--- src/se2lej_pkg.sv ---
// ----------------------------------------------------------------------------
// se2lej_pkg
// shared constants and types for the range-bearing edge error pipeline
// ----------------------------------------------------------------------------
`default_nettype none
package se2lej_pkg;

  localparam int CORDIC_MAX = 24;
  localparam logic signed [33:0] CORDIC_GAIN = 34'sd652032874;

  typedef logic signed [33:0] cw_t;

  // arctangent of 2^-i in units of 2^-32 turn
  function automatic logic [31:0] atan_turn(input logic [4:0] i);
    logic [31:0] r;
    begin
      unique case (i)
        5'd0: r = 32'h20000000;   5'd1: r = 32'h12E4051E;
        5'd2: r = 32'h09FB385B;   5'd3: r = 32'h051111D4;
        5'd4: r = 32'h028B0D43;   5'd5: r = 32'h0145D7E1;
        5'd6: r = 32'h00A2F61E;   5'd7: r = 32'h00517C55;
        5'd8: r = 32'h0028BE53;   5'd9: r = 32'h00145F2F;
        5'd10: r = 32'h000A2F98;  5'd11: r = 32'h000517CC;
        5'd12: r = 32'h00028BE6;  5'd13: r = 32'h000145F3;
        5'd14: r = 32'h0000A2FA;  5'd15: r = 32'h0000517D;
        5'd16: r = 32'h000028BE;  5'd17: r = 32'h0000145F;
        5'd18: r = 32'h00000A30;  5'd19: r = 32'h00000518;
        5'd20: r = 32'h0000028C;  5'd21: r = 32'h00000146;
        5'd22: r = 32'h000000A3;  5'd23: r = 32'h00000051;
        default: r = 32'h0;
      endcase
      return r;
    end
  endfunction

endpackage
`default_nettype wire

--- src/se2lej_trig.sv ---
// ----------------------------------------------------------------------------
// se2lej_trig
// pipelined cordic cosine and sine of a 16-bit binary angle, Q2.14 out
// ----------------------------------------------------------------------------
`default_nettype none
module se2lej_trig #(
  parameter int STAGES = 16
) (
  input  wire logic               clk,
  input  wire logic [15:0]        angle,
  output logic signed [15:0]      cos_q14,
  output logic signed [15:0]      sin_q14
);

  localparam int NS = (STAGES > se2lej_pkg::CORDIC_MAX) ? se2lej_pkg::CORDIC_MAX :
                      ((STAGES < 1) ? 1 : STAGES);

  se2lej_pkg::cw_t    xs [NS+1];
  se2lej_pkg::cw_t    ys [NS+1];
  logic signed [32:0] zs [NS+1];
  logic [1:0]         qs [NS+1];

  logic [31:0] a_full;
  logic [1:0]  q0;
  logic [31:0] ur;

  // quadrant reduction
  always_comb begin
    a_full = {angle, 16'd0};
    q0 = 2'((a_full + 32'h20000000) >> 30);
    ur = a_full - {q0, 30'd0};
  end

  always_ff @(posedge clk) begin
    xs[0] <= se2lej_pkg::CORDIC_GAIN;
    ys[0] <= '0;
    zs[0] <= 33'(signed'(ur));
    qs[0] <= q0;
  end

  // one rotation per register stage
  for (genvar i = 0; i < NS; i++) begin : g_st
    logic signed [32:0] at;
    assign at = 33'(se2lej_pkg::atan_turn(5'(i)));
    always_ff @(posedge clk) begin
      if (!zs[i][32]) begin
        xs[i+1] <= xs[i] - (ys[i] >>> i);
        ys[i+1] <= ys[i] + (xs[i] >>> i);
        zs[i+1] <= zs[i] - at;
      end else begin
        xs[i+1] <= xs[i] + (ys[i] >>> i);
        ys[i+1] <= ys[i] - (xs[i] >>> i);
        zs[i+1] <= zs[i] + at;
      end
      qs[i+1] <= qs[i];
    end
  end

  // round, clamp and restore quadrant
  logic signed [33:0] cr, sr;
  logic signed [15:0] c, s;
  always_comb begin
    cr = (xs[NS] + 34'sd32768) >>> 16;
    sr = (ys[NS] + 34'sd32768) >>> 16;
    c = (cr > 34'sd16384) ? 16'sd16384 : ((cr < -34'sd16384) ? -16'sd16384 : 16'(cr));
    s = (sr > 34'sd16384) ? 16'sd16384 : ((sr < -34'sd16384) ? -16'sd16384 : 16'(sr));
  end

  always_ff @(posedge clk) begin
    unique case (qs[NS])
      2'd0: begin cos_q14 <= c;  sin_q14 <= s;  end
      2'd1: begin cos_q14 <= -s; sin_q14 <= c;  end
      2'd2: begin cos_q14 <= -c; sin_q14 <= -s; end
      default: begin cos_q14 <= s; sin_q14 <= -c; end
    endcase
  end

endmodule
`default_nettype wire

--- config.mk ---
export PLATFORM = sky130hd
export DESIGN_NAME = se2lej_trig
export DESIGN_NICKNAME = d
export VERILOG_FILES = /design/src/se2lej_pkg.sv /design/src/se2lej_trig.sv
export SDC_FILE = /design/constraint.sdc
export NUM_CORES = 2
export LEC_CHECK = 0
export BUFFER_PORTS_ARGS = -buffer_cell sky130_fd_sc_hd__buf_4
export CAP_MARGIN = 0
export CORE_ASPECT_RATIO = 0.6
export CORE_MARGIN = 2
export CORE_UTILIZATION = 55
export CTS_BUF_LIST = sky130_fd_sc_hd__clkbuf_2
export CTS_CLUSTER_DIAMETER = 30
export DETAILED_ROUTE_END_ITERATION = 10
export HOLD_SLACK_MARGIN = 0.03
export PLACE_DENSITY = 0.73
export SLEW_MARGIN = 0
export SYNTH_ARGS = -nofsm -noshare
export SYNTH_HDL_FRONTEND = slang
export SYNTH_SLANG_ARGS = --single-unit
--- constraint.sdc ---
create_clock -name clk -period 7.6 [get_ports clk]
set_input_delay 0.38 -clock clk [delete_from_list [all_inputs] [get_ports clk]]
set_output_delay 0.38 -clock clk [all_outputs]
set_load 0.02 [all_outputs]
Yosys cells after proc, flatten, opt, wreduce, memory -nomap -nowiden
Memories as Yosys holds them, arrays and structs flattened.
Cells that the tools add are included.
{"block": "word_totals", "memories": 4, "input_bits": 17, "reg_bits": 32, "mem_bits_rw": 1751, "elab_cells": 248, "out_inout_bits": 32}
{"block": "op_classes", "reduce_logical": 1, "n_eq_ne": 2, "n_bitwise": 48, "magnitude_cmp": 4, "mux": 86, "addsub": 101}
{"name": "xs", "words": 17, "word_bits": 34, "read_ports": 17, "rd_clocked_by_memory_dff": 0, "wr": 17, "line": "se2lej_trig.sv:18", "source": "se2lej_pkg::cw_t xs [NS+1];"}
{"name": "ys", "words": 17, "word_bits": 34, "read_ports": 17, "rd_clocked_by_memory_dff": 0, "wr": 17, "line": "se2lej_trig.sv:19", "source": "se2lej_pkg::cw_t ys [NS+1];"}
{"name": "zs", "words": 17, "word_bits": 33, "read_ports": 16, "rd_clocked_by_memory_dff": 0, "wr": 17, "line": "se2lej_trig.sv:20", "source": "logic signed [32:0] zs [NS+1];"}
{"name": "qs", "words": 17, "word_bits": 2, "read_ports": 17, "rd_clocked_by_memory_dff": 0, "wr": 17, "line": "se2lej_trig.sv:21", "source": "logic [1:0] qs [NS+1];"}
{"op": "two-way mux 34 bit", "n": 32}
{"op": "two-way mux 33 bit", "n": 16}
{"op": "one-hot mux 16 bit (3 select lines)", "n": 2}
{"op": "adder 34 x 17 -> 34 bit, second input constant", "n": 2}
{"op": "adder 34 x 19 -> 34 bit", "n": 2}
{"op": "adder 34 x 20 -> 34 bit", "n": 2}
{"op": "adder 34 x 21 -> 34 bit", "n": 2}
{"op": "adder 34 x 22 -> 34 bit", "n": 2}
{"op": "adder 34 x 23 -> 34 bit", "n": 2}
{"op": "adder 34 x 24 -> 34 bit", "n": 2}
{"op": "adder 34 x 25 -> 34 bit", "n": 2}
{"op": "adder 34 x 26 -> 34 bit", "n": 2}
{"op": "adder 34 x 27 -> 34 bit", "n": 2}
{"op": "adder 34 x 28 -> 34 bit", "n": 2}
{"op": "adder 34 x 29 -> 34 bit", "n": 2}
{"op": "adder 34 x 30 -> 34 bit", "n": 2}
{"op": "adder 34 x 31 -> 34 bit", "n": 2}
{"op": "adder 34 x 32 -> 34 bit", "n": 2}
{"op": "adder 34 x 33 -> 34 bit", "n": 2}
{"op": "subtractor 34 x 19 -> 34 bit", "n": 2}
{"op": "subtractor 34 x 20 -> 34 bit", "n": 2}
{"op": "subtractor 34 x 21 -> 34 bit", "n": 2}
{"op": "subtractor 34 x 22 -> 34 bit", "n": 2}
{"op": "subtractor 34 x 23 -> 34 bit", "n": 2}
{"op": "other kinds (55)", "n": 150}

Longest topological paths before layout
An unclocked memory read counts as a cell.
{"block": "logic_depth", "word_depth": 7, "depth_mapped": 23, "depth_no_buf": 23}

Worst setup path after synthesis
OpenSTA, ideal clock, no wires.
{"block": "synth_path", "kind": "register to register", "startpoint": "memory xs[15][15] in the netlist's numbering", "endpoint": "memory ys[16][33] in the netlist's numbering", "period_less_slack_ns": 4.447, "slack_ns": 3.153, "t_arrival_ns": 4.325, "t_required_ns": 7.478, "setup_ns": 0.122, "n_path_buf": 0, "path_stages_with_launch": 19, "cell_sequence": "dfxtp_1 -> inv_1 -> ha_1 -> nand2b_1 -> or4_1 -> or3_1 -> nor3_1 -> a21oi_1 -> xnor2_1 -> ha_1 -> a211oi_1 -> nand2_1 -> o311a_1 -> a41oi_1 -> a21oi_1 -> a41o_1 -> o41ai_1 -> o21ai_0 -> xnor2_1"}
{"element": "from (decl)", "line": "se2lej_trig.sv:18"}
{"element": "to (decl)", "line": "se2lej_trig.sv:19"}

==> results.json <==
{
  "status": "complete, but fails checks",
  "violations": "capacitance limit, slew limit",
  "syn-num-nets": 14040,
  "path_common_cell": "a21oi_1",
  "cts_sinks": 1466,
  "insertion_delay_ns": 1.70,
  "htree_levels": 5,
  "critPathMaxStageDelay_ns": 0.98,
  "r2r-start": "xs[5][8]",
  "grt_pass1_wl_um": 511900,
  "post_drt_via_cell_ratio": 6.089,
  "path_max_fanout": 6,
  "cp_slowest_cell": "a221oi_1",
  "die_area_um2": 198100,
  "ys_seq_elements": 1466,
  "yosysMostFrequentCell": "dfxtp_1",
  "numPlacedInstances": 15140,
  "post-route-util_pct": 59.32,
  "rsz0062_at_grt": "false",
  "nNetsFinal": 14390,
  "drt-total-wl_um": 333100,
  "dp.final_hpwl_um": 269600,
  "final.setup.tns_ns": 0,
  "drive_gt1_share_pct": 6.477,
  "hold_viol_final": 0,
  "min_from": "angle[14]",
  "period_share_pct": 80.93,
  "remaining_drc_errors": 0,
  "syn_to_final_growth_pct": 7.248,
  "cp.arrival_ns": 7.69,
  "row_count": 125,
  "layout.cells.non_filler": 15840,
  "yosys_warnings": 0,
  "grt_max_degree": 74,
  "synthTopCellsByCount": "dfxtp_1 (1,466), a21oi_1 (1,428), ha_1 (1,366)",
  "tightest_slew_ns": 1.540,
  "placed_cell_area_um2": 110300,
  "final_area_um2": 114700,
  "finalMaxSlewViolations": 2,
  "synthArstFlopShare_pct": 0,
  "crit_path_start_kind": "register",
  "cts_made_buffers": 376,
  "yosysTopAreaCellShare_pct": 27.45,
  "seq_area_um2": 29370,
  "ff2ff_path_depth": 19,
  "worstPathRequired_ns": 9.14,
  "cts_tree": "built",
  "core-area_um2": 193300,
  "min_period_ns": 6.150,
  "hold_end": "zs[0][31]",
  "die_x_um": 573.2,
  "crit_chain": "nor3_1, nand2b_1, nor4_1, nand3b_1, nor4_1, a21oi_1, xnor2_1, ha_1, and3_1, and3_1, a22oi_1, o21ai_0, a221oi_1, o31ai_1, nor3_1, a21oi_1, a41oi_1, a21oi_1, xnor2_1",
  "fin_skew_ns": 0.1586,
  "r2r-end": "ys[6][33]",
  "synth_edf_count": 0,
  "fmax_ghz": 0.1626,
  "crit_path_end_kind": "register",
  "rrSetupSlack_ns": 1.45,
  "fillers": 17340,
  "clk_path_buf_depth": 4,
  "multi_input_area_um2": 74870,
  "critPathTopFamily": "simple AND/OR/NAND/NOR gates",
  "ant_nets": 0,
  "max-slew-margin-rel_pct": -3.948,
  "drt_iter0_markers": 10840,
  "antenna_found_initial": 18,
  "synth-main-ff-cell": "dfxtp_1",
  "critPathKind": "reg -> reg",
  "routedWlPerCell_um": 21.03,
  "critPathBufInv": 0,
  "synth_area_um2": 106900,
  "path_clk_slew_ns": 0.12,
  "clockRootBuffer": "clkbuf_2",
  "synth.area.top_cells": "dfxtp_1 (27%), ha_1 (16%), xnor2_1 (9.8%)",
  "setup_viol": 0,
  "initial_core_util_pct": 55.31,
  "max_cap_violations": 2,
  "dieHeight_um": 345.5,
  "hp-class": "in -> reg",
  "place_congestion": 1.028,
  "grt_pass1_vias": 88600,
  "ys_seq_area_share_pct": 27.45,
  "hold_depth": 5,
  "yosys.area.top_type": "dfxtp_1",
  "synthDistinctLibCells": 90,
  "vias": 96460,
  "grt_util_all_layers_pct": 32.42,
  "port_buffers": 48,
  "synth.avg_cell_area_um2": 8.475,
  "synthCells": 12620,
  "dr.pass1.iters": 6,
  "ioPinCount": 49,
  "overflow": 0
}
[layout by cell type, fill, tap and decap left out, types with 91 or more instances in the layout]
master    netlist  routed
clkbuf_2        1     499
nand2_1       591     591
and3_1        115     115
nand3_1       232     232
a211oi_1      102     102
a31oi_1       140     140
nor3_1        341     341
nand4_1        91      91
dfxtp_1      1466    1451
a21o_1        649     649
o21a_1        193     193
a21oi_1      1428    1428
inv_1         535     535
nor2b_1       164     164
o21ai_0       549     549
nand2b_1      186     186
xor2_1        638     638
nor2_1       1147    1147
ha_1         1366    1366
buf_4           0     106
xnor2_1      1199    1199
nor4_1         96      95
o21bai_1      161     161
[worst max path at each step]
| stage | cells past startpoint | slack, ns | to | startpoint |
|---|---|---|---|---|
| finish | 19 | 1.45 | ys[6][33] | xs[5][8] |
| global route | 19 | 0.82 | ys[6][33] | xs[5][7] |
| CTS | 19 | 1.60 | ys[6][33] | xs[5][8] |
| detailed placement | 19 | 1.63 | ys[6][33] | xs[5][8] |
| global placement | 19 | 1.45 | ys[6][33] | xs[5][9] |
| floorplan | 18 | 3.15 | ys[16][33] | xs[15][15] |
[timing repair]
action | 4_1_cts | 5_1_grt
hold endpoints to repair | 18 | 0
setup buffers | 0 | 0
hold buffers | 48 | 0
resized for setup | 0 | 0
setup endpoints to repair | 0 | 0
[per-layer routing]
layer / share of wire, % / track usage (%)
met1: 52 / 54.89
met2: 32 / 37.20
met3: 14 / 10.44
met4: 1.4 / 5.600
met5: 0.0099 / 0
[layout make-up]
class	instances	area share, %
timing repair buffer	155	1.117
inverter	538	1.761
multi-input combinational	10430	65.29
tap	2603	2.840
sequential	1466	25.61
antenna	7	0.01528
clock buffer	498	2.173
clock inverter	145	1.197
[stage by stage]
| step | worst slack (ns) | hold slack (ns) |
|---|---|---|
| final | 1.450 | 0.3026 |
| after detailed placement | 1.626 | 0.3132 |
| after floorplan | 3.153 | 0.3096 |
| after global routing | 0.8181 | 0.2379 |
| after CTS | 1.603 | 0.1085 |
| after global placement | 1.449 | 0.3128 |
[worst min-delay path: cells and delay by family]
family	cells	cell delay, ns
buf+inv	3	1.24
fa+ha+maj	1	0.22
xor+xnor	1	0.08
[logic make-up (layout without fill, tap and decap cells)]
kind of cell	Yosys count	count (layout)	synth area share [%]
AO/OA/AOI/OAI	3766	3766	22.23
XOR/XNOR	1837	1837	15.05
adder cells (fa/ha/maj)	1406	1406	16.73
buffers and inverters	721	1336	2.539
flip-flops	1466	1466	27.45
multiplexers	110	110	1.113
other	0	7	0
AND/OR/NAND/NOR	3311	3311	14.89
[flip-flops by register name, summed over array words and instances (netlist names)]
signal / count
sin_q14: 16
cos_q14: 16
qs: 34
ys: 496
xs: 469
zs: 435
Power is left out: the tool's default activity adds up to more than one toggle a clock period on the data nets, which glitch-free logic cannot reach.
